--- src/hdl/quadratic_root_solver_unit_macros.svh ---
// assertion macros for the quadratic root solver
`ifndef QUADRATIC_ROOT_SOLVER_UNIT_MACROS_SVH
`define QUADRATIC_ROOT_SOLVER_UNIT_MACROS_SVH
`ifndef SYNTHESIS
`define QRS_ASSERT_IMPLY(lbl, clk, rst_n, a, b) \
  lbl: assert property (@(posedge clk) disable iff (!rst_n) (a) |-> (b)) \
    else $error("assertion failed");
`define QRS_ASSERT_NEVER(lbl, clk, rst_n, a) \
  lbl: assert property (@(posedge clk) disable iff (!rst_n) !(a)) \
    else $error("assertion failed");
`else
`define QRS_ASSERT_IMPLY(lbl, clk, rst_n, a, b)
`define QRS_ASSERT_NEVER(lbl, clk, rst_n, a)
`endif
`endif

--- src/hdl/qrs_pkg.sv ---
// shared constants and types of the quadratic root solver
package qrs_pkg;
  localparam int CW      = 16;
  localparam int FB      = 16;
  localparam int ROOT_W  = 35;
  localparam int DISC_W  = 34;
  localparam int RAD_W   = 2 * (DISC_W + 2 * FB) / 2 + ((DISC_W + 2 * FB) % 2);
  localparam int SQ_N    = RAD_W / 2;
  localparam int REM_W   = SQ_N + 3;
  localparam int DEN_W   = CW + 1;
  localparam int DIV_W   = DEN_W + 1;
  localparam int DREM_W  = DIV_W + 1;
  localparam int NUM_W   = ROOT_W + 2;
  localparam int DV_N    = NUM_W;

  localparam logic [1:0] ST_TWO    = 2'd0;
  localparam logic [1:0] ST_DOUBLE = 2'd1;
  localparam logic [1:0] ST_AZERO  = 2'd2;
  localparam logic [1:0] ST_NEG    = 2'd3;

  typedef struct packed {
    logic [1:0]       status;
    logic [CW-1:0]    b;
    logic [DEN_W-1:0] den;
    logic             aneg;
  } sq_side_t;

  typedef struct packed {
    logic [1:0]       status;
    logic [DIV_W-1:0] d;
    logic             aneg;
    logic             negp;
    logic             negm;
  } dv_side_t;
endpackage

--- src/hdl/qrs_div_cell.sv ---
// one quotient bit of both pipelined dividers
module qrs_div_cell import qrs_pkg::*; (
  input  logic              clk,
  input  logic              rst_n,
  input  logic              in_vld,
  input  logic [NUM_W-1:0]  in_np,
  input  logic [NUM_W-1:0]  in_nm,
  input  logic [DREM_W-1:0] in_rp,
  input  logic [DREM_W-1:0] in_rm,
  input  logic [NUM_W-1:0]  in_qp,
  input  logic [NUM_W-1:0]  in_qm,
  input  dv_side_t          in_side,
  output logic              out_vld,
  output logic [NUM_W-1:0]  out_np,
  output logic [NUM_W-1:0]  out_nm,
  output logic [DREM_W-1:0] out_rp,
  output logic [DREM_W-1:0] out_rm,
  output logic [NUM_W-1:0]  out_qp,
  output logic [NUM_W-1:0]  out_qm,
  output dv_side_t          out_side
);
  logic              vld_r;
  logic [NUM_W-1:0]  np_r, nm_r, qp_r, qm_r, qp_nxt, qm_nxt;
  logic [DREM_W-1:0] rp_r, rm_r, rp_nxt, rm_nxt, shp, shm, dx;
  dv_side_t          side_r;

  always_comb begin
    dx  = {1'b0, in_side.d};
    shp = {in_rp[DREM_W-2:0], in_np[NUM_W-1]};
    shm = {in_rm[DREM_W-2:0], in_nm[NUM_W-1]};
    if (shp >= dx) begin
      rp_nxt = shp - dx;
      qp_nxt = {in_qp[NUM_W-2:0], 1'b1};
    end else begin
      rp_nxt = shp;
      qp_nxt = {in_qp[NUM_W-2:0], 1'b0};
    end
    if (shm >= dx) begin
      rm_nxt = shm - dx;
      qm_nxt = {in_qm[NUM_W-2:0], 1'b1};
    end else begin
      rm_nxt = shm;
      qm_nxt = {in_qm[NUM_W-2:0], 1'b0};
    end
  end

  always_ff @(posedge clk) begin
    if (!rst_n) vld_r <= 1'b0;
    else vld_r <= in_vld;
    np_r   <= {in_np[NUM_W-2:0], 1'b0};
    nm_r   <= {in_nm[NUM_W-2:0], 1'b0};
    rp_r   <= rp_nxt;
    rm_r   <= rm_nxt;
    qp_r   <= qp_nxt;
    qm_r   <= qm_nxt;
    side_r <= in_side;
  end

  assign out_vld  = vld_r;
  assign out_np   = np_r;
  assign out_nm   = nm_r;
  assign out_rp   = rp_r;
  assign out_rm   = rm_r;
  assign out_qp   = qp_r;
  assign out_qm   = qm_r;
  assign out_side = side_r;
endmodule

--- config.mk ---
export PLATFORM = sky130hd
export DESIGN_NAME = qrs_div_cell
export DESIGN_NICKNAME = d
export VERILOG_FILES = /design/src/hdl/quadratic_root_solver_unit_macros.svh /design/src/hdl/qrs_pkg.sv /design/src/hdl/qrs_div_cell.sv
export SDC_FILE = /design/constraint.sdc
export NUM_CORES = 1
export LEC_CHECK = 0
export BUFFER_PORTS_ARGS = -buffer_cell sky130_fd_sc_hd__buf_2
export CORE_AREA = 5 5 163 165
export CTS_CLUSTER_SIZE = 20
export DETAILED_ROUTE_END_ITERATION = 8
export DIE_AREA = 0 0 168 170
export MAX_ROUTING_LAYER = met4
export SLEW_MARGIN = 20
export SYNTH_ARGS = -nofsm -noshare
export SYNTH_HDL_FRONTEND = slang
export SYNTH_SLANG_ARGS = --single-unit
--- constraint.sdc ---
create_clock -name clk -period 3.88 [get_ports clk]
set_clock_uncertainty 0.2 [all_clocks]
set_input_delay 0.776 -clock clk [delete_from_list [all_inputs] [get_ports clk]]
set_output_delay 0.776 -clock clk [all_outputs]
set_load 0.02 [all_outputs]
* After elaboration in Yosys (flattened, before gate mapping)
Index checks and enable logic that the tools add are counted.
** Storage, ports and cells
- Bits in registers :: 208
- Input bits :: 212
- Output and inout port bits :: 210
** Cells by class
- Add/subtract/negate cells :: 2
- Order comparisons :: 2
- Multiplexer cells :: 4
** Operators by type and width (number)
- >= comparator 19 x 18 -> 1 bit :: 2
- 2-to-1 mux 19 bit :: 2
- subtractor 19 x 18 -> 19 bit :: 2
- 2-to-1 mux 1 bit :: 2

* Depth between registers and ports, before layout
Gate-level depths: netlist of run 1.
- Depth in word-level cells :: 2
- Mapped depth :: 12

* Worst setup path after synthesis of run 1
OpenSTA, ideal clock, no wires.
- Path kind :: input to register
- From :: input in_nm[36]
- To :: register rm_r[16], in the netlist out_rm[16]
- Setup time :: 0.121 ns
- Arrival :: 2.679 ns
- Required time :: 3.559 ns
- Slack :: 0.880 ns
- Cell stages on the path :: 11
- Buffers on the path :: 0
- Cell sequence :: inv_1 ha_1 inv_1 fa_1 a211oi_1 o2111ai_1 o211ai_2 o21ai_2 a221oi_2 xnor2_1 mux2_4
** Between the ends
- Cells in the longest elaborated chain, start to end :: 2
- Elaborated cells between the ends (all ways) :: 3
- Classes of those cells :: 1 x add/sub; 1 x order compare; 1 x mux
** RTL lines
- start, declared :: line qrs_div_cell.sv:7 : input logic [NUM_W-1:0] in_nm,
- subtractor 19 x 18 -> 19 bit / >= comparator 19 x 18 -> 1 bit (equally long branches) :: line qrs_div_cell.sv:39, qrs_div_cell.sv:38
- 2-to-1 mux 19 bit * :: line qrs_div_cell.sv:38 : if (shm >= dx) begin
- net rm_nxt[16] :: line qrs_div_cell.sv:24 : logic [DREM_W-1:0] rp_r, rm_r, rp_nxt, rm_nxt, shp, shm, dx;
- end signal, assigned :: line qrs_div_cell.sv:53 : rm_r <= rm_nxt;
- end, declared :: line qrs_div_cell.sv:24
The timed path passes the listed nets; every way through them passes the cells marked *.
A chain may end at the register's enable or synchronous reset.

* Worst setup path in the final report of run 1
- From :: input in_side[7] in the netlist's numbering
- To :: register rp_r[1], in the netlist out_rp[1]
** Between the ends
- Cells in the longest elaborated chain, start to end :: 2
** RTL lines
- start, declared :: line qrs_div_cell.sv:12 : input dv_side_t in_side,
- >= comparator 19 x 18 -> 1 bit :: line qrs_div_cell.sv:31 : if (shp >= dx) begin
- 2-to-1 mux 19 bit :: line qrs_div_cell.sv:31
- net rp_nxt[1] :: line qrs_div_cell.sv:24
- end signal, assigned :: line qrs_div_cell.sv:52 : rp_r <= rp_nxt;
- end, declared :: line qrs_div_cell.sv:24
The timed path passes the listed nets, and every way through them passes these cells.

==> flow_metrics.env, run 1 <==
export IMPL_max_cap_violations=0
export IMPL_placementRows=58
export IMPL_powerDensity_mw_per_mm2=567.4
export IMPL_dp_cells=1279
export IMPL_cp_max_fo=25
export IMPL_instances_no_fill=1327
export IMPL_die_area_sq_mm=0.02856
export IMPL_start_util_pct=26.07
export IMPL_num_vias=5572
export IMPL_grt_pass1_wl_um=35910
export IMPL_crit_path_end_kind="register"
export IMPL_hold_class="input pin to register"
export IMPL_crit_required_ps=4070
export IMPL_yosys_warnings=0
export IMPL_nets=1224
export IMPL_rsz0062_at_grt="false"
export IMPL_antenna_found_initial=9
export IMPL_grt_usage_pct=17.11
export IMPL_netlist_top_cells_area="dfxtp_1 (64%), ha_1 (6.9%), a21oi_1 (2.4%)"
export IMPL_drc=0
export IMPL_synthFlopType="dfxtp_1"
export IMPL_cts_hold_buf=0
export IMPL_vias_per_cell=4.199
export IMPL_synth_top_cell_area_share_pct=64.16
export IMPL_utilization_pct=38.99
export IMPL_synthCells=541
export IMPL_cts_tree="built"
export IMPL_root_buffer="clkbuf_16"
export IMPL_clock_sinks=208
export IMPL_synth_edf_count=0
export IMPL_drive_gt1_share_pct=47.78
export IMPL_wl_per_cell_um=19.21
export IMPL_fin_crit_ps=2983
export IMPL_grt_overflow_total=0
export IMPL_final_cell_mix="buf_2 (415), dfxtp_1 (208), ha_1 (36)"
export IMPL_slew_viol_final=0
export IMPL_die_h_um=170
export IMPL_cp_arrival_ps=3170
export IMPL_drt_wl_total_um=25490
export IMPL_drtPass1Iterations=4
export IMPL_cts_buffers=23
export IMPL_h_tree_depth=1
export IMPL_ir_worst_vdd_uv=354.5
export IMPL_max_clock_freq_ghz=0.3352
export IMPL_io_buffers=415
export IMPL_async_flop_share_pct=0
export IMPL_final_common_cell="buf_2"
export IMPL_worst_setup_path_type="input pin to register"
export IMPL_grt_pass1_vias=5718
export IMPL_antenna_left=0
export IMPL_multi_input_area_sq_mm=0.002157
export IMPL_post_route_period_util_pct=76.89
export IMPL_yosysTopAreaCell="dfxtp_1"
export IMPL_ys_types=48
export IMPL_avgSynthCellArea_sq_um=12.00
export IMPL_postCtsSetupBuffers=0
export IMPL_clockBufferDepth=3
export IMPL_setup_violations=0
export IMPL_syn_area_sq_mm=0.006490
export IMPL_ctsResizeCount=0
export IMPL_synth_seq_cells=208
export IMPL_dp_hpwl_um=21240
export IMPL_nFillCells=2498
export IMPL_final_hold_viol_count=0
export IMPL_path_clk_slew_ps=70
export IMPL_p_leak_nw=4.860
export IMPL_grt_max_degree=26
export IMPL_syn_to_final_growth_pct=49.55
export IMPL_ys_seq_area_share_pct=64.16
export IMPL_status="finished clean"
export IMPL_core_area_sq_mm=0.02489
export IMPL_dieWidth_um=168
export IMPL_seqCellArea_sq_mm=0.004164
export IMPL_finalSetupTns_ps=0
export IMPL_ios=422
export IMPL_finalWeightedCongestion=0.8931
export IMPL_drt_iter0_markers=239
export IMPL_critPathLaunchType="input pin"
synthesized netlist by cell type (all sizes together), types with 4 or more instances:
master	number
dfxtp	208
a21oi	38
ha	36
nand2	34
o21ai	32
nor2	27
inv	24
a21o	18
xor2	16
xnor2	14
buf	11
mux2	9
nand3	9
o21a	6
a211oi	5
nand2b	5
nand4	4
nor3	4
o21bai	4
cell families (layout without fill, tap and decap cells):
| group | Yosys count | count (layout) | synth area share, % |
|---|---|---|---|
| other | 1 | 9 | 0.05778 |
| AO/OA/AOI/OAI | 122 | 122 | 12.49 |
| buffers and inverters | 35 | 483 | 2.834 |
| adder cells (fa/ha/maj) | 38 | 38 | 7.557 |
| XOR/XNOR | 30 | 30 | 4.049 |
| AND/OR/NAND/NOR | 98 | 98 | 7.172 |
| multiplexers | 9 | 9 | 1.677 |
| flip-flops | 208 | 208 | 64.16 |
metrics by stage:
step / total power [mW] / area, sq um / hold WS [ps] / worst slack, ps
after floorplan: 2.985 / 6494 / 603.7 / 880.1
after global placement: 3.377 / 8936 / 678.5 / 432.0
after detailed placement: 3.384 / 8936 / 679.6 / 385.1
after CTS: 5.594 / 9688 / 143.5 / 902.0
after global routing: 5.774 / 9701 / 138.4 / 775.3
final: 5.507 / 9706 / 169.9 / 896.9
worst paths after layout:
kind | end | start | depth (start not counted) | slack [ps]
max | out_rp[1] | in_side[7] | 11 | 900
min | out_side[2] | in_side[2] | 1 | 170
flip-flops by register name (all words and copies together) (netlist names):
| register | flops |
|---|---|
| out_side | 23 |
| out_vld | 1 |
| out_qm | 37 |
| out_qp | 37 |
| out_nm | 36 |
| out_rm | 19 |
| out_np | 36 |
| out_rp | 19 |
final cells by class:
type	count	area share [%]
sequential	208	42.90
clock inverter	14	1.457
timing repair buffer	418	21.76
tap	330	4.254
inverter	24	0.9282
antenna	7	0.1805
multi-input combinational	299	22.23
clock buffer	27	6.291
metal layers:
metal	GRT usage (%)	part of all wire [%]
met4	4.587	2.1
met1	18.58	39
met3	6.504	9.2
met2	29.51	50
met5	-	0
critical path: stages:
cell and delay (ps):
buf_2 100, inv_1 150, ha_1 330, a21oi_2 220, nor3b_4 270, a211o_1 220
a21oi_2 90, nand2_1 100, and2_1 400, buf_12 220, mux2_4 300
report_power, final:
group	internal [mW]	switching, mW
Clock	1.27	0.905
Sequential	2.31	0.0411
Combinational	0.373	0.602
Total	3.96	1.55
No activity file was read; power rests on OpenSTA's default activity.
==> inputs of run 2 (changes only) <==
Clock period 3.88 ns to 2.8 ns, I/O delays scaled along.
==> flow_metrics.env, run 2 (synthesis results as in run 1) <==
export IMPL_status="finished clean"
export IMPL_crit_required_ps=3000
export IMPL_seqCellArea_sq_mm=0.004164
export IMPL_critPathLaunchType="input pin"
export IMPL_io_buffers=415
export IMPL_drt_wl_total_um=29970
export IMPL_netSwitchingFraction_pct=27.65
export IMPL_drive_gt1_share_pct=46.15
export IMPL_max_clock_freq_ghz=0.3704
export IMPL_die_h_um=170
export IMPL_ir_worst_vdd_uv=521.3
export IMPL_drc=0
export IMPL_worst_setup_path_type="input pin to register"
export IMPL_drtPass1Iterations=4
export IMPL_clkPwrFrac_pct=40.0
export IMPL_grt_pass1_vias=7197
export IMPL_clock_sinks=208
export IMPL_cp_arrival_ps=2900
export IMPL_intPower_mw=6.031
export IMPL_hold_class="input pin to register"
export IMPL_p_leak_nw=5.963
export IMPL_setup_violations=0
export IMPL_multi_input_area_sq_mm=0.002213
export IMPL_dp_hpwl_um=21900
export IMPL_die_area_sq_mm=0.02856
export IMPL_fin_area_sq_mm=0.01212
export IMPL_start_util_pct=26.07
export IMPL_fin_crit_ps=2700
export IMPL_path_clk_slew_ps=60
export IMPL_antenna_left=0
export IMPL_antenna_found_initial=3
export IMPL_syn_to_final_growth_pct=86.68
export IMPL_core_area_sq_mm=0.02489
export IMPL_crit_path_end_kind="register"
export IMPL_grt_usage_pct=20.23
export IMPL_final_hold_viol_count=0
export IMPL_finalPower_mw=8.335
export IMPL_utilization_pct=48.67
export IMPL_dpl_instance_area_sq_mm=0.009519
export IMPL_finalWeightedCongestion=0.9187
export IMPL_drt_iter0_markers=274
export IMPL_root_buffer="clkbuf_16"
export IMPL_post_route_period_util_pct=96.43
export IMPL_wl_per_cell_um=19.11
export IMPL_grt_max_degree=16
export IMPL_powerDensity_mw_per_mm2=688.0
export IMPL_h_tree_depth=1
export IMPL_p_switching_mw=2.304
export IMPL_nFillCells=2216
export IMPL_max_cap_violations=0
export IMPL_cts_buffers=23
export IMPL_vias_per_cell=4.232
export IMPL_clockBufferDepth=3
export IMPL_grt_overflow_total=0
export IMPL_dieWidth_um=168
export IMPL_num_vias=6635
export IMPL_pwr_share_comb_pct=20.8
export IMPL_cts_tree="built"
export IMPL_placementRows=58
export IMPL_fin_ws_ps=100.0
export IMPL_p_seq_share_pct=39.2
export IMPL_slew_viol_final=0
export IMPL_grt_pass1_wl_um=43280
export IMPL_cp_max_fo=5
export IMPL_pre_cts_slack_ps=-280.5
export IMPL_ios=422
export IMPL_final_common_cell="buf_2"
export IMPL_nets=1468
export IMPL_final_cell_mix="buf_2 (416), dfxtp_1 (208), dlygate4sd3_1 (166)"
==> run 2: final timing paths <==
check,start,to,slack (ps),cells after the start
hold / removal,in_side[3],out_side[3],30,1
setup / recovery,in_side[14],out_rm[15],100,9
==> run 2: routing by layer <==
metal | GRT usage, % | up-vias | wire, um
met4 | 8.363 | 0 | 1442
met1 | 21.89 | 3078 | 11500
met3 | 4.553 | 64 | 1949
li1 | - | 3213 | -
met5 | - | - | 0
met2 | 35.88 | 280 | 15070
==> run 2: what timing repair did <==
action | 4_1_cts | 5_1_grt
hold buffers | 166 | 0
endpoints found under the setup margin | 0 | 29
buffers inserted | 0 | 1
endpoints found under the hold margin | 166 | 0
resized for setup | 0 | 20
==> run 2: power by group through the flow <==
stage                     Clock (mW)  Combinational, mW  Sequential, mW
after floorplan                    0              0.483            3.65
after global placement             0               1.51            3.33
after detailed placement           0               1.51            3.33
after CTS                       3.40               1.71            3.27
after global routing            3.55               1.86            3.29
final                           3.33               1.73            3.27
==> run 2: worst max-delay path, stage by stage <==
cell           delay (ps)
dlygate4sd3_1         530
buf_2                 130
inv_2                  50
buf_4                 130
ha_2                  380
nand3_1               150
o41ai_4               440
buf_6                 190
mux2_1                330
==> run 2: layout make-up <==
type	count	area share (%)
Tap cell	330	3.408
Clock inverter	14	1.673
Inverter	24	0.7436
Clock buffer	28	5.319
Multi-Input combinational cell	299	18.27
Sequential cell	208	34.37
Antenna cell	3	0.06196
Timing Repair Buffer	662	36.16
==> run 2: metrics by stage <==
stage / setup TNS [ps] / std cells / hold WS (ps)
finish: 0 / 1568 / 27.78
global route: -12.62 / 1568 / 9.931
CTS: 0 / 1563 / 11.26
detailed placement: -4071 / 1355 / 463.6
global placement: -3288 / 1355 / 462.8
floorplan: 0 / 542 / 387.7
==> inputs of run 3 (changes only) <==
Settings changed: BUFFER_PORTS_ARGS -buffer_cell sky130_fd_sc_hd__buf_2 to not set, CORE_AREA 5 5 163 165 to not set, CORE_MARGIN set to 5, CORE_UTILIZATION set to 25, DIE_AREA 0 0 168 170 to not set, DONT_BUFFER_PORTS set to 1.
==> flow_metrics.env, run 3 <==
export IMPL_postCtsSetupBuffers=0
export IMPL_clockBufferDepth=3
export IMPL_synthCells=541
export IMPL_ctsResizeCount=0
export IMPL_dieWidth_um=171.1
export IMPL_status="aborted with a tool error"
export IMPL_placementRows=59
export IMPL_post_synth_top_count_cell="dfxtp_1"
export IMPL_ys_types=48
export IMPL_synth_top_cell_area_share_pct=64.16
export IMPL_ios=422
export IMPL_cts_hold_buf=192
export IMPL_dp_hpwl_um=20790
export IMPL_synthFlopType="dfxtp_1"
export IMPL_dp_cells=915
export IMPL_synth_edf_count=0
export IMPL_clock_sinks=208
export IMPL_netlist_top_cells_area="dfxtp_1 (64%), ha_1 (6.9%), a21oi_1 (2.4%)"
export IMPL_pre_cts_slack_ps=-184.9
export IMPL_error="[ERROR RSZ-0060] Max buffer count reached."
export IMPL_haltStage="4_1_cts"
export IMPL_root_buffer="clkbuf_16"
export IMPL_synthTopCellsByCount="dfxtp_1 (208), ha_1 (36), nand2_1 (34), a21oi_1 (31), nor2_1 (27)"
export IMPL_ys_seq_area_share_pct=64.16
export IMPL_h_tree_depth=1
export IMPL_synth_seq_cells=208
export IMPL_async_flop_share_pct=0
export IMPL_io_buffers=0
export IMPL_yosys_warnings=0
export IMPL_yosysTopAreaCell="dfxtp_1"
export IMPL_die_h_um=171.1
export IMPL_syn_area_sq_mm=0.006490
export IMPL_cts_buffers=23
export IMPL_start_util_pct=25.12
export IMPL_finalWeightedCongestion=0.8471
export IMPL_avgSynthCellArea_sq_um=12.00
-- run 3: cell counts after synthesis --
No cell type changed its count.
-- run 3: cells by family after synthesis --
kind of cell               share of synthesized area, %
adders and majority gates                         7.557
buffers and inverters                             2.834
other                                           0.05778
DFF                                               64.16
muxes                                             1.677
and+or+nand+nor                                   7.172
AOI/OAI and AO/OA                                 12.49
xor gates and xnor gates                          4.049
-- run 3: metrics by stage --
step / cell area, sq um / setup TNS [ps] / hold WS [ps]
after floorplan: 6494 / 0 / 387.7
after global placement: 7223 / -1866 / 387.8
after detailed placement: 7223 / -2595 / 387.8
==> inputs of run 4 (changes only) <==
Settings changed: CORE_UTILIZATION 25 to 20, CTS_CLUSTER_SIZE 20 to not set, MAX_ROUTING_LAYER met4 to not set, PLACE_DENSITY_LB_ADDON set to 0.15.
==> flow_metrics.env, run 4 (synthesis results as in run 1) <==
export IMPL_max_clock_freq_ghz=0.3970
export IMPL_io_buffers=0
export IMPL_clockBufferDepth=3
export IMPL_critPathLaunchType="input pin"
export IMPL_instances_no_fill=1280
export IMPL_die_area_sq_mm=0.03615
export IMPL_status="finished clean"
export IMPL_drt_iter0_markers=160
export IMPL_clock_sinks=208
export IMPL_holdWs_ps=14.06
export IMPL_fin_crit_ps=2519
export IMPL_min_to="out_rm[12]"
export IMPL_max_cap_violations=0
export IMPL_crit_chain="inv_1 > ha_1 > inv_1 > fa_1 > a211oi_1 > o2111ai_1 > o211ai_2 > o21ai_2 > a211oi_1 > o31ai_1 > nor3b_1 > a21o_1"
export IMPL_critPathMaxStageDelay_ps=410
export IMPL_final_common_cell="dfxtp_1"
export IMPL_dp_hpwl_um=20370
export IMPL_dp_cells=1037
export IMPL_rsz0062_at_grt="false"
export IMPL_min_from="in_rm[11]"
export IMPL_ctsResizeCount=0
export IMPL_grt_overflow_total=0
export IMPL_drtPass1Iterations=4
export IMPL_postCtsSetupBuffers=0
export IMPL_final_hold_viol_count=0
export IMPL_cts_tree="built"
export IMPL_die_h_um=190.1
export IMPL_hold_class="input pin to register"
export IMPL_drt_wl_total_um=27280
export IMPL_grt_usage_pct=13.92
export IMPL_seqCellArea_sq_mm=0.004164
export IMPL_start_util_pct=20.10
export IMPL_antenna_found_initial=0
export IMPL_crit_required_ps=3060
export IMPL_path_clk_slew_ps=60
export IMPL_h_tree_depth=1
export IMPL_wl_per_cell_um=21.31
export IMPL_dieWidth_um=190.1
export IMPL_grt_pass1_wl_um=37520
export IMPL_num_vias=5043
export IMPL_root_buffer="clkbuf_16"
export IMPL_ir_worst_vdd_uv=456.9
export IMPL_syn_to_final_growth_pct=57.68
export IMPL_placementRows=66
export IMPL_multi_input_area_sq_mm=0.002157
export IMPL_slew_viol_final=0
export IMPL_core_area_sq_mm=0.03229
export IMPL_cpMaxStageDelayCell="a211oi_1"
export IMPL_p_leak_nw=4.356
export IMPL_pre_cts_slack_ps=-220.0
export IMPL_antenna_left=0
export IMPL_fin_ws_ps=280.8
export IMPL_worst_setup_path_type="input pin to register"
export IMPL_hold_depth=2
export IMPL_post_route_period_util_pct=89.97
export IMPL_vias_per_cell=3.940
export IMPL_nFillCells=3271
export IMPL_ios=422
export IMPL_grt_pass1_vias=5576
export IMPL_final_cell_mix="dfxtp_1 (208), dlygate4sd3_1 (201), buf_4 (62)"
export IMPL_drc=0
export IMPL_crit_path_end_kind="register"
export IMPL_grt_max_degree=16
export IMPL_cts_buffers=23
export IMPL_finalWeightedCongestion=0.7960
export IMPL_nets=1071
export IMPL_cp_arrival_ps=2780
export IMPL_powerDensity_mw_per_mm2=745.4
export IMPL_setup_violations=0
export IMPL_diodes=0
export IMPL_drive_gt1_share_pct=13.96
export IMPL_cp_max_fo=4
-- run 4: timing repair --
| item | in CTS | in global routing |
|---|---|---|
| hold buffers | 200 | 1 |
| endpoints found under the setup margin | 0 | 0 |
| endpoints found under the hold margin | 199 | 1 |
-- run 4: stage by stage --
step	TNS, ps	util (%)	cell area [sq um]	total power [mW]
after floorplan	0	-	6494	4.136
after global placement	-1854	23.13	7470	4.485
after detailed placement	-2542	23.13	7470	4.478
after CTS	0	31.66	10220	7.755
after global routing	0	31.69	10230	7.982
final	0	31.69	10230	7.628
-- run 4: power by group --
| group | internal [mW] | switching, mW |
|---|---|---|
| Sequential | 3.21 | 0.462 |
| Combinational | 0.539 | 0.424 |
| Clock | 1.74 | 1.26 |
-- run 4: how the worst max path moves through the flow --
stage | from | to | depth (start not counted)
after floorplan | in_nm[36] | out_rm[16] | 11
after global placement | in_nm[36] | out_rm[18] | 12
after detailed placement | in_side[4] | out_rm[1] | 10
after CTS | in_nm[36] | out_rm[18] | 12
after global routing | in_nm[36] | out_rm[18] | 12
final | in_nm[36] | out_rm[18] | 12
-- run 4: layer usage --
layer  wire [um]  vias to the layer above  track usage, %
li1            -                     2402               -
met1        9670                     2341           14.26
met2       14070                      268           25.94
met3        2851                       32           5.908
met4         688                        0           3.812
met5           0                        -               0
-- run 4: cell type report --
type	instances	area share (%)
Timing Repair Buffer	265	24.60
Clock inverter	10	1.003
Tap cell	442	5.404
Inverter	24	0.8803
Clock buffer	32	6.345
Sequential cell	208	40.69
Multi-Input combinational cell	299	21.08
-- run 4: critical path: cells and delay by family --
kind | cells | cell delay [ps]
compound gates | 7 | 1380
buf+inv | 2 | 90
fa+ha+maj | 2 | 540
simple gates | 1 | 190
