==> config.mk <==
export PLATFORM = sky130hd
export DESIGN_NAME = qrs_sqrt_cell
export DESIGN_NICKNAME = d
export VERILOG_FILES = /design/src/hdl/quadratic_root_solver_unit_macros.svh /design/src/hdl/qrs_pkg.sv /design/src/hdl/qrs_sqrt_cell.sv
export SDC_FILE = /design/constraint.sdc
export NUM_CORES = 1
export LEC_CHECK = 0
export ABC_AREA = 1
export ABC_CLOCK_PERIOD_IN_PS = 1600
export BUFFER_PORTS_ARGS = -buffer_cell sky130_fd_sc_hd__buf_4
export CORE_ASPECT_RATIO = 0.9
export CORE_MARGIN = 3
export CORE_UTILIZATION = 34
export CTS_CLUSTER_DIAMETER = 50
export DETAILED_ROUTE_END_ITERATION = 10
export HOLD_SLACK_MARGIN = 0.05
export PLACE_DENSITY = 0.68
export SKIP_LAST_GASP = 1
export SYNTH_ARGS = -nofsm -noshare
export SYNTH_HDL_FRONTEND = slang
export SYNTH_SLANG_ARGS = --single-unit
==> constraint.sdc <==
create_clock -name clk -period 1.6 [get_ports clk]
set_input_delay 0.08 -clock clk [delete_from_list [all_inputs] [get_ports clk]]
set_output_delay 0.08 -clock clk [all_outputs]
set_load 0.02 [all_outputs]
==> src/hdl/quadratic_root_solver_unit_macros.svh <==
// assertion macros for the quadratic root solver
`ifndef QUADRATIC_ROOT_SOLVER_UNIT_MACROS_SVH
`define QUADRATIC_ROOT_SOLVER_UNIT_MACROS_SVH
`ifndef SYNTHESIS
`define QRS_ASSERT_IMPLY(lbl, clk, rst_n, a, b) \
  lbl: assert property (@(posedge clk) disable iff (!rst_n) (a) |-> (b)) \
    else $error("assertion failed");
`define QRS_ASSERT_NEVER(lbl, clk, rst_n, a) \
  lbl: assert property (@(posedge clk) disable iff (!rst_n) !(a)) \
    else $error("assertion failed");
`else
`define QRS_ASSERT_IMPLY(lbl, clk, rst_n, a, b)
`define QRS_ASSERT_NEVER(lbl, clk, rst_n, a)
`endif
`endif

==> src/hdl/qrs_pkg.sv <==
// shared constants and types of the quadratic root solver
package qrs_pkg;
  localparam int CW      = 16;
  localparam int FB      = 16;
  localparam int ROOT_W  = 35;
  localparam int DISC_W  = 34;
  localparam int RAD_W   = 2 * (DISC_W + 2 * FB) / 2 + ((DISC_W + 2 * FB) % 2);
  localparam int SQ_N    = RAD_W / 2;
  localparam int REM_W   = SQ_N + 3;
  localparam int DEN_W   = CW + 1;
  localparam int DIV_W   = DEN_W + 1;
  localparam int DREM_W  = DIV_W + 1;
  localparam int NUM_W   = ROOT_W + 2;
  localparam int DV_N    = NUM_W;

  localparam logic [1:0] ST_TWO    = 2'd0;
  localparam logic [1:0] ST_DOUBLE = 2'd1;
  localparam logic [1:0] ST_AZERO  = 2'd2;
  localparam logic [1:0] ST_NEG    = 2'd3;

  typedef struct packed {
    logic [1:0]       status;
    logic [CW-1:0]    b;
    logic [DEN_W-1:0] den;
    logic             aneg;
  } sq_side_t;

  typedef struct packed {
    logic [1:0]       status;
    logic [DIV_W-1:0] d;
    logic             aneg;
    logic             negp;
    logic             negm;
  } dv_side_t;
endpackage

==> src/hdl/qrs_sqrt_cell.sv <==
// one root bit of the pipelined square root
module qrs_sqrt_cell import qrs_pkg::*; (
  input  logic             clk,
  input  logic             rst_n,
  input  logic             in_vld,
  input  logic [RAD_W-1:0] in_rad,
  input  logic [REM_W-1:0] in_rem,
  input  logic [SQ_N-1:0]  in_root,
  input  sq_side_t         in_side,
  output logic             out_vld,
  output logic [RAD_W-1:0] out_rad,
  output logic [REM_W-1:0] out_rem,
  output logic [SQ_N-1:0]  out_root,
  output sq_side_t         out_side
);
  logic             vld_r;
  logic [RAD_W-1:0] rad_r, rad_nxt;
  logic [REM_W-1:0] rem_r, rem_nxt, rem_sh, trial;
  logic [SQ_N-1:0]  root_r, root_nxt;
  sq_side_t         side_r;

  always_comb begin
    rem_sh  = {in_rem[REM_W-3:0], in_rad[RAD_W-1:RAD_W-2]};
    trial   = REM_W'({in_root, 2'b01});
    rad_nxt = {in_rad[RAD_W-3:0], 2'b00};
    if (rem_sh >= trial) begin
      rem_nxt  = rem_sh - trial;
      root_nxt = {in_root[SQ_N-2:0], 1'b1};
    end else begin
      rem_nxt  = rem_sh;
      root_nxt = {in_root[SQ_N-2:0], 1'b0};
    end
  end

  always_ff @(posedge clk) begin
    if (!rst_n) vld_r <= 1'b0;
    else vld_r <= in_vld;
    rad_r  <= rad_nxt;
    rem_r  <= rem_nxt;
    root_r <= root_nxt;
    side_r <= in_side;
  end

  assign out_vld  = vld_r;
  assign out_rad  = rad_r;
  assign out_rem  = rem_r;
  assign out_root = root_r;
  assign out_side = side_r;
endmodule

### Yosys cells after proc, flatten, opt, wreduce, memory -nomap -nowiden

Index checks and enable logic that the tools add are counted.

| cells by class | value |
|---|---|
| add/sub/neg operators | 1 |
| magnitude comparators | 1 |
| muxes and demuxes | 2 |

Operators by type and width:

| kind | number |
|---|---|
| greater-or-equal comparator 36 x 35 -> 1 bit | 1 |
| two-way mux 36 bit | 1 |
| subtractor 36 x 35 -> 36 bit | 1 |
| two-way mux 1 bit | 1 |

| word-level totals | value |
|---|---|
| bits in registers | 170 |
| input port bits | 174 |
| output and inout bits | 172 |
| logic and storage cells | 12 |

### Longest topological paths before layout

Gate-level depths: netlist of run 1.

| depth | value |
|---|---|
| word-level depth | 2 |
| gate-level depth with buffers | 16 |
| depth with buffers taken out | 15 |

### Least setup slack after synthesis of run 1

Ideal clock, no wire load.

| path | value |
|---|---|
| path type | input-to-reg |
| from | in in_root[13] |
| to | reg rem_r[17] (netlist: out_rem[17]) |
| setup time | 0.112 ns |
| arrival | 1.487 ns |
| data required time | 1.488 ns |
| slack | 0.001 ns |
| cell stages on the path | 14 |
| path buffers | 2 |
| cell sequence | inv_1 ha_1 nand2_2 inv_1 nand2_1 nand2_1 a21oi_1 nand3_2 nand3_2 nand2_2 buf_6 buf_12 nand2_2 nand2_1 |

| between the ends | value |
|---|---|
| longest elaborated chain between the ends | 2 |
| elaborated cells on any way between the ends | 3 |
| those cells by class | add/sub (1); order compare (1); mux (1) |

RTL lines:

| item | line | text |
|---|---|---|
| start, declared | qrs_sqrt_cell.sv:8 | `input logic [SQ_N-1:0] in_root,` |
| subtractor 36 x 35 -> 36 bit or greater-or-equal comparator 36 x 35 -> 1 bit (tied branches) | qrs_sqrt_cell.sv:27, qrs_sqrt_cell.sv:26 |  |
| two-way mux 36 bit (*) | qrs_sqrt_cell.sv:26 | `if (rem_sh >= trial) begin` |
| named net rem_nxt[17] | qrs_sqrt_cell.sv:18 | `logic [REM_W-1:0] rem_r, rem_nxt, rem_sh, trial;` |
| end signal, assigned | qrs_sqrt_cell.sv:39 | `rem_r <= rem_nxt;` |
| end, declared | qrs_sqrt_cell.sv:18 |  |

Mark *: on every way through the listed nets, which the timed path passes. The rest lies on a longest branch.
A chain may end at the register's enable or synchronous reset.

### Worst setup path in the final report of run 1

| path | value |
|---|---|
| from | in in_root[12] |
| to | reg rem_r[11] (netlist: out_rem[11]) |

| between the ends | value |
|---|---|
| longest elaborated chain between the ends | 2 |

RTL lines:

| item | line |
|---|---|
| greater-or-equal comparator 36 x 35 -> 1 bit | qrs_sqrt_cell.sv:26 |
| two-way mux 36 bit | qrs_sqrt_cell.sv:26 |
| named net rem_nxt[11] | qrs_sqrt_cell.sv:18 |

The timed path passes the listed nets, and every way through them passes these cells.

==> implementation parameters, run 1 <==
Parameter                              Value

Placement
  Instance count after placement with tap cells included ... ~1600
  Number of port buffers ... 341
  GPL Wtd Cong ... 0.919
  Placed wire-length estimate ... approximately 21 mm

Global routing
  Largest net degree at the start of global routing ... 38
  Initial antenna violation count ... 2
  Global-route wire length before repair ... 43.8 mm
  Total global-route track usage ... between 20% and 30%
  GR Overflow Total ... 0
  Number of global-route vias before repair ... 7868

STA
  Worst hold slack after final layout ... 0.154 ns
  Final setup vio count ... 0
  Highest attainable clock frequency ... 0.665 GHz
  Final setup TNS ... 0 ns
  Post-layout min period ... 1.50 ns
  Final slew viol count ... 0
  Final period util ... 94.0%
  Final-report hold violation count ... 0
  RSZ-0062 raised after global routing ... true

Cells and area
  Area growth from synthesis to final layout ... 88.9%
  Fraction of layout cells with a size suffix above 1 ... between 30% and 40%
  Register area ... ~3400 µm²
  Post-layout instance count excluding filler cells ... 1755
  Share of the core filled with cells in the final layout ... 65.9%
  Number of nets in the final layout ... 1701
  Area taken by multi-input logic gates ... between 2000 and 3000 µm²
  Antenna fix cells ... 0
  Fillcell total ... 1609

Route
  Routed met2 length ... 14.3 mm
  Total DRC errors in the routed layout ... 0
  Highest metal layer with signal wires ... met5
  Total Wirelength ... 29.3 mm
  Number of design-rule violations left by the first detailed-router iteration ... 336
  Number of iterations in the first detailed-routing pass ... 5
  Count of antenna-violating nets left after detailed routing ... 0
  DR WL met3 ... 1.95 mm
  Drt wl/cell ... 16.7 µm
  Wire length on met1 ... 12.1 mm
  DR vias ... 7674
  Detail-routed via count per cell ... 4.37

Min path
  Classification of the worst-slack hold path ... input port to flip-flop
  Hold Path Origin ... in_rem[20]

Die
  X dimension of the die ... 154 µm
  Top-level I/O count ... 346
  Floorplan die area ... 21600 µm²
  Cell Rows ... 48
  Die H ... 140 µm
  Initial cell density of the core ... 34.9%
  Core footprint ... 19300 µm²

Clock tree
  Clock tree from TritonCTS ... yes
  Bufs on Longest Clock Path ... 2
  H-tree levels ... 4
  CTS root buffer ... sky130_fd_sc_hd__clkbuf_16
  Clock-pin slew of the registers on the worst-case setup and hold paths ... 0.07 ns
  Clock buffers created by TritonCTS ... 17
  Clock net sink count ... 170

Setup path
  Crit-path leading delay family ... simple AND/OR/NAND/NOR gates
  Number of buffer and inverter instances along the worst setup path ... 5
  Worst Setup SP ... in_root[12]
  Most frequent CP cell ... sky130_fd_sc_hd__nand2_1
  Sort of element at the start of the critical path ... input port
  Critical path peak fanout ... 18
  Crit path cell chain ... buf_4 -> inv_1 -> ha_1 -> nand2_2 -> inv_1 -> nand2_1 -> nand2_1 -> a21oi_2 -> nand3_2 -> nand3_2 -> nand2_2 -> inv_4 -> buf_12 -> nand2_1 -> nand2_1
  Cell with the largest stage delay on the worst path ... sky130_fd_sc_hd__ha_1
  Worst Path Required ... about 2.0 ns
  Crit path largest cell delay ... about 0.34 ns
  Worst setup path category ... input port to flip-flop
  Kind of end point of the critical path ... flip-flop
  Data arrival time of the critical path ... around 1.9 ns

Logic synthesis
  Post-synth design cell area ... ~6700 µm²
  Syn avg cell area ... 7.81 µm²
  Yosys warning total ... 0
  Cell variety after synth ... 27
  Seq/Total Area, Yosys ... between 50% and 60%
  Post-Syn Instances ... 864
  Count of state elements after synthesis ... 170

Power
  LEAKAGE ... slightly below 7 nW
  Peak supply drop ... ~0.6 mV
  Power density cells ... 971 nW/µm²

Job
  Max-cap check violation count ... 0

Run status
  Result of the run ... finished, final reports clean
## area by class of cell
type | count | share of cell area, %
Tap cell | 250 | 2.45
Multi-Input combinational cell | 547 | 21.9
Clock inverter | 15 | 1.35
Sequential cell | 170 | 26.7
Timing Repair Buffer | 617 | 40.1
Clock buffer | 17 | 3.34
Inverter | 139 | 4.11
## routing by layer
layer	track usage (%)	up-vias
met5	0	-
li1	-	3871
met4	9.34	4
met1	31.2	3469
met2	45.8	270
met3	7.34	60
## stage by stage
stage / power, mW / worst slack [ns] / cell area (µm²)
2_1_floorplan: 6.25 / 0.000995 / 6750
3_3_place_gp: 7.82 / -0.305 / 10400
3_5_place_dp: 7.85 / -0.357 / 10400
4_1_cts: 12.4 / 0.0610 / 12700
5_1_grt: 12.9 / -0.00730 / 12700
6_report: 12.4 / 0.0957 / 12700
## worst min-delay path, stage by stage
cell and delay [ns]:
sky130_fd_sc_hd__buf_4 0.09, sky130_fd_sc_hd__ha_2 0.20, sky130_fd_sc_hd__nand2_1 0.06, sky130_fd_sc_hd__nand3_1 0.07, sky130_fd_sc_hd__nand2_1 0.04
## what timing repair did
item,in CTS,in global routing
buffers inserted,0,0
endpoints found under the hold margin,169,0
hold buffers,171,0
endpoints found under the setup margin,0,36
gates resized for setup,0,14
## layout by cell type (no fill, tap or decap), types with 10 or more instances in the layout
master                            n
sky130_fd_sc_hd__nand3_2         11
sky130_fd_sc_hd__buf_4          442
sky130_fd_sc_hd__nand2_1        310
sky130_fd_sc_hd__nor2_1          56
sky130_fd_sc_hd__nor2_2          10
sky130_fd_sc_hd__a21oi_1         24
sky130_fd_sc_hd__xor2_1          18
sky130_fd_sc_hd__dlygate4sd3_1  171
sky130_fd_sc_hd__nand3_1         29
sky130_fd_sc_hd__dfxtp_1        170
sky130_fd_sc_hd__nand3b_1        11
sky130_fd_sc_hd__ha_1            31
sky130_fd_sc_hd__inv_1          138
sky130_fd_sc_hd__clkbuf_16       18
## state kept, by name, indices dropped and copies added, names as in the netlist
name / flops
out_vld: 1
out_rem: 36
out_rad: 64
out_root: 33
out_side: 36
## path summary, 6_finish.rpt
| path | to | slack, ns | cells past startpoint |
|---|---|---|---|
| max | out_rem[11] | 0.1 | 15 |
| min | out_rem[22] | 0.15 | 5 |
## power by group
part	switching [mW]	internal, mW	total (mW)	leakage [nW]
Combinational	1.78	1.70	3.49	5.08
Sequential	0.116	4.59	4.71	1.43
Clock	2.06	2.12	4.18	0.295
## synth_stat cells
library cell | count | area, µm²
sky130_fd_sc_hd__a21o_1 | 1 | 7.51
sky130_fd_sc_hd__a21oi_1 | 27 | 135
sky130_fd_sc_hd__and2_1 | 2 | 12.5
sky130_fd_sc_hd__buf_12 | 1 | 20.0
sky130_fd_sc_hd__buf_2 | 2 | 10.0
sky130_fd_sc_hd__buf_4 | 3 | 22.5
sky130_fd_sc_hd__buf_6 | 3 | 33.8
sky130_fd_sc_hd__conb_1 | 1 | 3.75
sky130_fd_sc_hd__dfxtp_1 | 170 | 3400
sky130_fd_sc_hd__ha_1 | 35 | 438
sky130_fd_sc_hd__inv_1 | 138 | 518
sky130_fd_sc_hd__inv_2 | 1 | 3.75
sky130_fd_sc_hd__nand2_1 | 310 | 1160
sky130_fd_sc_hd__nand2_2 | 9 | 56.3
sky130_fd_sc_hd__nand3_1 | 29 | 145
sky130_fd_sc_hd__nand3_2 | 11 | 110
sky130_fd_sc_hd__nand3b_1 | 11 | 82.6
sky130_fd_sc_hd__nand4_1 | 3 | 18.8
sky130_fd_sc_hd__nor2_1 | 61 | 229
sky130_fd_sc_hd__nor2_2 | 5 | 31.3
sky130_fd_sc_hd__nor2_4 | 2 | 22.5
sky130_fd_sc_hd__nor3_1 | 7 | 35.0
sky130_fd_sc_hd__o21ai_0 | 8 | 40.0
sky130_fd_sc_hd__o21ai_2 | 1 | 8.76
sky130_fd_sc_hd__o21bai_1 | 4 | 30.0
sky130_fd_sc_hd__xnor2_1 | 1 | 8.76
sky130_fd_sc_hd__xor2_1 | 18 | 158
## cells by family after synthesis
family / Yosys count / share of synthesized area (%)
AOI/OAI and AO/OA: 41 / 3.28
buffers and inverters: 148 / 9.01
xor gates and xnor gates: 19 / 2.47
and+or+nand+nor: 450 / 28.3
DFF: 170 / 50.4
other: 1 / 0.0556
adders and majority gates: 35 / 6.49
Power figures use the tool's default switching activity.
==> run 2: changes to the inputs <==
--- a/config.mk
+++ b/config.mk
@@ -7,14 +7,15 @@
 export LEC_CHECK = 0
 export ABC_AREA = 1
 export ABC_CLOCK_PERIOD_IN_PS = 1600
-export BUFFER_PORTS_ARGS = -buffer_cell sky130_fd_sc_hd__buf_4
 export CORE_ASPECT_RATIO = 0.9
 export CORE_MARGIN = 3
 export CORE_UTILIZATION = 34
+export CTS_BUF_LIST = sky130_fd_sc_hd__clkbuf_8
 export CTS_CLUSTER_DIAMETER = 50
 export DETAILED_ROUTE_END_ITERATION = 10
+export DONT_BUFFER_PORTS = 1
 export HOLD_SLACK_MARGIN = 0.05
-export PLACE_DENSITY = 0.68
+export PLACE_DENSITY = 0.53
 export SKIP_LAST_GASP = 1
 export SYNTH_ARGS = -nofsm -noshare
 export SYNTH_HDL_FRONTEND = slang
==> run 2 against run 1 <==
Cell area decreased by 22%. Wire length decreased by 17%. Highest routed layer is now met4. Global-route usage decreased by 4.3 points. Largest cell class is now registers. Non-clock buffer count decreased by 332. Maximum frequency increased by 6.3%. First-iteration DRC count decreased by 39%. The flow now finishes with violations (hold timing). Sequential power increased by 11%.
==> implementation parameters, run 2 (same netlist as run 1, synthesis figures left out) <==
Parameter                              Value

Setup path
  Number of buffer and inverter instances along the worst setup path ... 2 (was 5)
  Data arrival time of the critical path ... 1.77 ns (was 1.88 ns)
  Kind of end point of the critical path ... flip-flop (unchanged)
  Crit path largest cell delay ... 0.35 ns (was 0.34 ns)
  Cell with the largest stage delay on the worst path ... sky130_fd_sc_hd__ha_1 (unchanged)
  Worst Path Required ... 1.96 ns (was 1.98 ns)
  Sort of element at the start of the critical path ... input port (unchanged)
  Critical path peak fanout ... 4 (was 18)
  Crit-path leading delay family ... simple AND/OR/NAND/NOR gates (unchanged)
  Worst setup path category ... input port to flip-flop (unchanged)
  Crit path cell chain ... inv_1 -> ha_1 -> nand2_1 -> buf_4 -> nor2_1 -> nand3_1 -> nand2_1 -> nand2_1 -> nand2_1 -> nand2_1 -> nand3_2 -> nand2_1 (was buf_4 -> inv_1 -> ha_1 -> nand2_2 -> inv_1 -> nand2_1 -> nand2_1 -> a21oi_2 -> nand3_2 -> nand3_2 -> nand2_2 -> inv_4 -> buf_12 -> nand2_1 -> nand2_1)
  Most frequent CP cell ... sky130_fd_sc_hd__nand2_1 (unchanged)

Cells and area
  Fraction of layout cells with a size suffix above 1 ... 15.6% (was 34.5%)
  Fillcell total ... 1893 (was 1609)
  Number of nets in the final layout ... 1369 (was 1701)
  Flip-flop count of the largest register after layout ... 64 (unchanged)
  Post-layout instance count excluding filler cells ... 1424 (was 1755)
  Leading cell types in the layout, fill and taps excluded ... sky130_fd_sc_hd__nand2_1 (310), sky130_fd_sc_hd__dfxtp_1 (170), sky130_fd_sc_hd__dlygate4sd3_1 (163), sky130_fd_sc_hd__inv_1 (138), sky130_fd_sc_hd__buf_4 (119) (was sky130_fd_sc_hd__buf_4 (442), sky130_fd_sc_hd__nand2_1 (310), sky130_fd_sc_hd__dlygate4sd3_1 (171), sky130_fd_sc_hd__dfxtp_1 (170), sky130_fd_sc_hd__inv_1 (138))
  Area growth from synthesis to final layout ... 47.8% (was 88.9%)
  Most common cell after layout, fill and taps aside ... sky130_fd_sc_hd__nand2_1 (was sky130_fd_sc_hd__buf_4)
  Area taken by multi-input logic gates ... 2740 µm² (was 2790 µm²)
  Register area ... 3400 µm² (unchanged)

Placement
  Instance count after placement with tap cells included ... 1228 (was 1551)
  Number of port buffers ... 0 (was 341)
  Placed wire-length estimate ... 18.4 mm (was 21.0 mm)
  GPL Wtd Cong ... 0.857 (was 0.919)

Global routing
  Number of global-route vias before repair ... 6350 (was 7868)
  Largest net degree at the start of global routing ... 26 (was 38)
  Initial antenna violation count ... 0 (was 2)
  Total global-route track usage ... 22.1% (was 26.4%)
  GR Overflow Total ... 0 (unchanged)
  Global-route wire length before repair ... 36.5 mm (was 43.8 mm)

Clock tree
  Clock tree from TritonCTS ... yes (unchanged)
  CTS root buffer ... sky130_fd_sc_hd__clkbuf_8 (was sky130_fd_sc_hd__clkbuf_16)
  Post-CTS setup buffers ... 0 (unchanged)
  Number of hold buffers added after CTS ... 157 (was 171)
  Clock net sink count ... 170 (unchanged)
  Number of gates given a new drive strength after cts ... 0 (unchanged)
  Bufs on Longest Clock Path ... 2 (unchanged)
  H-tree levels ... 4 (unchanged)
  Clock-pin slew of the registers on the worst-case setup and hold paths ... 0.11 ns (was 0.07 ns)
  Clock buffers created by TritonCTS ... 17 (unchanged)

STA
  Worst hold slack after final layout ... -0.279 ns (was 0.154 ns)
  Final-report hold violation count ... 8 (was 0)
  Highest attainable clock frequency ... 0.707 GHz (was 0.665 GHz)
  RSZ-0062 raised after global routing ... false (was true)
  Final setup vio count ... 0 (unchanged)
  Final slew viol count ... 0 (unchanged)
  Final setup TNS ... 0 ns (unchanged)
  Post-layout min period ... 1.41 ns (was 1.50 ns)
  Final period util ... 88.4% (was 94.0%)

Die
  Top-level I/O count ... 346 (unchanged)
  Initial cell density of the core ... 34.9% (unchanged)
  Die H ... 140 µm (unchanged)
  X dimension of the die ... 154 µm (unchanged)
  Core footprint ... 19300 µm² (unchanged)
  Cell Rows ... 48 (unchanged)
  Floorplan die area ... 21600 µm² (unchanged)

Route
  Drt wl/cell ... 17.2 µm (was 16.7 µm)
  DR vias ... 6183 (was 7674)
  Total Wirelength ... 24.5 mm (was 29.3 mm)
  Count of antenna-violating nets left after detailed routing ... 0 (unchanged)
  Number of design-rule violations left by the first detailed-router iteration ... 204 (was 336)
  Detail-routed via count per cell ... 4.34 (was 4.37)
  Total DRC errors in the routed layout ... 0 (unchanged)
  Number of iterations in the first detailed-routing pass ... 5 (unchanged)

Job
  Max-cap check violation count ... 0 (unchanged)

Power
  LEAKAGE ... 5.12 nW (was 6.81 nW)
  Sw Pwr ... 3.51 mW (was 3.96 mW)
  Portion of total power attributed to combinational logic ... 19.5% (was 28.2%)
  Internal power ... 6.82 mW (was 8.42 mW)
  Share of power burned in registers ... 50.8% (was 38.0%)
  Peak supply drop ... 0.504 mV (was 0.615 mV)
  Power consumption ... 10.3 mW (was 12.4 mW)
  Net switching share of the total power ... 34.0% (was 32.0%)
  Power density cells ... 1040 nW/µm² (was 971 nW/µm²)
  Clock group share of total power ... 29.7% (was 33.8%)

Run status
  Result of the run ... finished with violations (was finished, final reports clean)
  Violated checks ... hold timing

Min path
  Classification of the worst-slack hold path ... input port to flip-flop (unchanged)
==> run 2: final timing paths <==
path	startpoint	end	slack, ns	cells after the start
setup / recovery	in_root[9]	out_rem[29]	0.19	12
hold / removal	in_rem[22]	out_rem[24]	-0.28	2
==> run 2: through the flow <==
step	setup slack, ns	utilization, %	cell area [µm²]	hold WS, ns
finish	0.185	51.6	9970	-0.279
global route	0.0575	51.5	9970	-0.316
CTS	0.249	51.2	9910	-0.398
detailed placement	-0.258	41.0	7930	0.108
global placement	-0.259	41.0	7930	0.108
floorplan	0.000995	-	6750	0.108
==> run 2: power groups by stage <==
stage | Combinational [mW] | Sequential [mW] | Clock, mW
floorplan | 1.00 | 5.25 | 0
global placement | 1.68 | 5.36 | 0
detailed placement | 1.69 | 5.36 | 0
CTS | 2.02 | 5.26 | 3.15
global route | 2.27 | 5.27 | 3.33
finish | 2.01 | 5.25 | 3.07
==> run 2: cell type report <==
cell class,count,area share (%)
Sequential cell,170,34.1
Clock buffer,17,2.35
Clock inverter,15,1.72
Inverter,139,5.23
Antenna cell,1,0.0251
Timing Repair Buffer,285,25.9
Tap cell,250,3.14
Multi-Input combinational cell,547,27.5
==> run 2: layer usage <==
metal	track usage, %	part of all wire, %	wire [µm]	vias up
met5	0	0	0	-
met4	5.44	1.3	322	0
met3	5.94	5.7	1390	18
met2	38.5	49	12000	187
met1	27.3	44	10700	2778
li1	-	-	-	3200
==> run 3: changes to the inputs <==
--- a/config.mk
+++ b/config.mk
@@ -9,13 +9,12 @@
 export ABC_CLOCK_PERIOD_IN_PS = 1600
 export CORE_ASPECT_RATIO = 0.9
 export CORE_MARGIN = 3
-export CORE_UTILIZATION = 34
+export CORE_UTILIZATION = 30
 export CTS_BUF_LIST = sky130_fd_sc_hd__clkbuf_8
 export CTS_CLUSTER_DIAMETER = 50
 export DETAILED_ROUTE_END_ITERATION = 10
 export DONT_BUFFER_PORTS = 1
-export HOLD_SLACK_MARGIN = 0.05
-export PLACE_DENSITY = 0.53
+export PLACE_DENSITY = 0.48
 export SKIP_LAST_GASP = 1
 export SYNTH_ARGS = -nofsm -noshare
 export SYNTH_HDL_FRONTEND = slang
==> run 3 against run 2 <==
The flow now finishes without violations. Critical path depth stayed put. Setup slack worse by 0.084 ns. Via count down 0.15%. Non-clock buffer count is 8 lower. Combinational power hardly changed. Sequential power about the same. Hold slack improved by 0.28 ns. Critical path type unchanged. Highest routed layer is now met5.
==> implementation parameters, run 3 (same netlist as run 1, synthesis figures left out) <==
Parameter                              Value

Run status
  Result of the run ... finished, final reports clean (was finished with violations)

Global routing
  Total global-route track usage ... 20.2% (was 22.1%)
  Largest net degree at the start of global routing ... 19 (was 26)
  Number of global-route vias before repair ... 6372 (was 6350)
  GR Overflow Total ... 0 (unchanged)
  Global-route wire length before repair ... 37.0 mm (was 36.5 mm)
  Initial antenna violation count ... 1 (was 0)

Cells and area
  Leading cell types in the layout, fill and taps excluded ... sky130_fd_sc_hd__nand2_1 (308), sky130_fd_sc_hd__dlygate4sd3_1 (170), sky130_fd_sc_hd__dfxtp_1 (170), sky130_fd_sc_hd__inv_1 (137), sky130_fd_sc_hd__buf_4 (98) (was sky130_fd_sc_hd__nand2_1 (310), sky130_fd_sc_hd__dfxtp_1 (170), sky130_fd_sc_hd__dlygate4sd3_1 (163), sky130_fd_sc_hd__inv_1 (138), sky130_fd_sc_hd__buf_4 (119))
  Number of nets in the final layout ... 1361 (was 1369)
  Antenna fix cells ... 0 (was 1)
  Share of the core filled with cells in the final layout ... 45.9% (was 51.6%)
  Fillcell total ... 2203 (was 1893)
  Most common cell after layout, fill and taps aside ... sky130_fd_sc_hd__nand2_1 (unchanged)
  Fraction of layout cells with a size suffix above 1 ... 14.7% (was 15.6%)
  Area growth from synthesis to final layout ... 48.8% (was 47.8%)
  Flip-flop count of the largest register after layout ... 64 (unchanged)

Min path
  Classification of the worst-slack hold path ... input port to flip-flop (unchanged)
  Hold Path Origin ... in_rem[27] (was in_rem[22])

Setup path
  Cell with the largest stage delay on the worst path ... sky130_fd_sc_hd__dlygate4sd3_1 (was sky130_fd_sc_hd__ha_1)
  Worst Setup SP ... in_rad[64] (was in_root[9])
  Critical path peak fanout ... 7 (was 4)
  Sort of element at the start of the critical path ... input port (unchanged)
  Kind of end point of the critical path ... flip-flop (unchanged)
  Worst Path Required ... 1.96 ns (about the same)
  Most frequent CP cell ... sky130_fd_sc_hd__nand2_1 (unchanged)
  Worst setup path category ... input port to flip-flop (unchanged)
  Crit path cell chain ... inv_1 -> dlygate4sd3_1 -> ha_2 -> o21ai_4 -> nand2_1 -> nand3_2 -> nand3_2 -> nand2_4 -> clkinv_4 -> clkbuf_16 -> nand2_1 -> nand2_1 (was inv_1 -> ha_1 -> nand2_1 -> buf_4 -> nor2_1 -> nand3_1 -> nand2_1 -> nand2_1 -> nand2_1 -> nand2_1 -> nand3_2 -> nand2_1)
  Crit path largest cell delay ... 0.57 ns (was 0.35 ns)
  Data arrival time of the critical path ... 1.86 ns (was 1.77 ns)

Route
  Count of antenna-violating nets left after detailed routing ... 0 (unchanged)
  Drt wl/cell ... 17.4 µm (was 17.2 µm)
  Number of design-rule violations left by the first detailed-router iteration ... 299 (was 204)
  Number of iterations in the first detailed-routing pass ... 4 (was 5)
  DR vias ... 6174 (was 6183)
  Detail-routed via count per cell ... 4.24 (was 4.34)
  Total DRC errors in the routed layout ... 0 (unchanged)
  Total Wirelength ... 25.4 mm (was 24.5 mm)

Placement
  Number of port buffers ... 0 (unchanged)
  GPL Wtd Cong ... 0.874 (was 0.857)
  Placed wire-length estimate ... 18.9 mm (was 18.4 mm)

Die
  Cell Rows ... 51 (was 48)
  Die H ... 148 µm (was 140 µm)
  Initial cell density of the core ... 30.8% (was 34.9%)
  Floorplan die area ... 24300 µm² (was 21600 µm²)
  X dimension of the die ... 164 µm (was 154 µm)
  Core footprint ... 21900 µm² (was 19300 µm²)
  Top-level I/O count ... 346 (unchanged)

Job
  Max-cap check violation count ... 0 (unchanged)

Clock tree
  Clock net sink count ... 170 (unchanged)
  CTS root buffer ... sky130_fd_sc_hd__clkbuf_8 (unchanged)
  Clock buffers created by TritonCTS ... 17 (unchanged)
  H-tree levels ... 4 (unchanged)
  Clock-pin slew of the registers on the worst-case setup and hold paths ... 0.11 ns (about the same)
  Clock tree from TritonCTS ... yes (unchanged)
  Bufs on Longest Clock Path ... 2 (unchanged)

Power
  Peak supply drop ... 0.507 mV (was 0.504 mV)
  LEAKAGE ... 5.09 nW (was 5.12 nW)
  Power density cells ... 1030 nW/µm² (was 1040 nW/µm²)
  Power consumption ... 10.3 mW (about the same)

STA
  Worst hold slack after final layout ... 0.00271 ns (was -0.279 ns)
  Final-report hold violation count ... 0 (was 8)
  Final setup vio count ... 0 (unchanged)
  Final period util ... 93.7% (was 88.4%)
  Final slew viol count ... 0 (unchanged)
  RSZ-0062 raised after global routing ... false (unchanged)
  Highest attainable clock frequency ... 0.667 GHz (was 0.707 GHz)
  Post-layout min period ... 1.50 ns (was 1.41 ns)
==> run 3: repair_timing <==
action                     in CTS  in global routing
hold buffers                  165                  6
setup buffers                   0                  1
setup endpoints to repair       0                 35
hold endpoints to repair      169                  6
resized for setup               0                 14
==> run 3: power breakdown <==
part / internal (mW) / switching [mW]
sequential: 4.60 / 0.652
combinational: 1.03 / 1.01
clock: 1.16 / 1.90
==> run 3: layout make-up <==
cell class	instances	area (µm²)	share of cell area, %
Clock buffer	17	234	2.33
Clock inverter	14	151	1.51
Inverter	139	527	5.24
Multi-Input combinational cell	547	2770	27.5
Sequential cell	170	3400	33.9
Tap cell	291	364	3.63
Timing Repair Buffer	277	2600	25.9
==> run 3: critical path: cells and delay by family <==
family / cells / cell delay, ns
simple gates: 6 / 0.48
buf+inv: 4 / 0.91
compound gates: 1 / 0.17
fa+ha+maj: 1 / 0.22
==> run 3: worst paths after layout <==
check | endpoint | slack, ns | cells after the start
hold / removal | out_rem[29] | 0.003 | 4
setup / recovery | out_rem[20] | 0.10 | 12
==> run 3: metal layers <==
metal  wire, µm  track usage (%)
met4        519             5.58
met5         13                0
met3       1690             4.85
met1      10600             24.6
met2      12600             35.5
==> run 3: metrics by stage <==
stage / cells / worst slack, ns / cell area [µm²] / setup TNS [ns]
floorplan: 865 / 0.000995 / 6750 / 0
global placement: 1249 / -0.247 / 7820 / -7.98
detailed placement: 1249 / -0.266 / 7820 / -8.50
CTS: 1445 / 0.00726 / 9860 / 0
global route: 1455 / 0.0261 / 10000 / 0
finish: 1455 / 0.101 / 10000 / 0
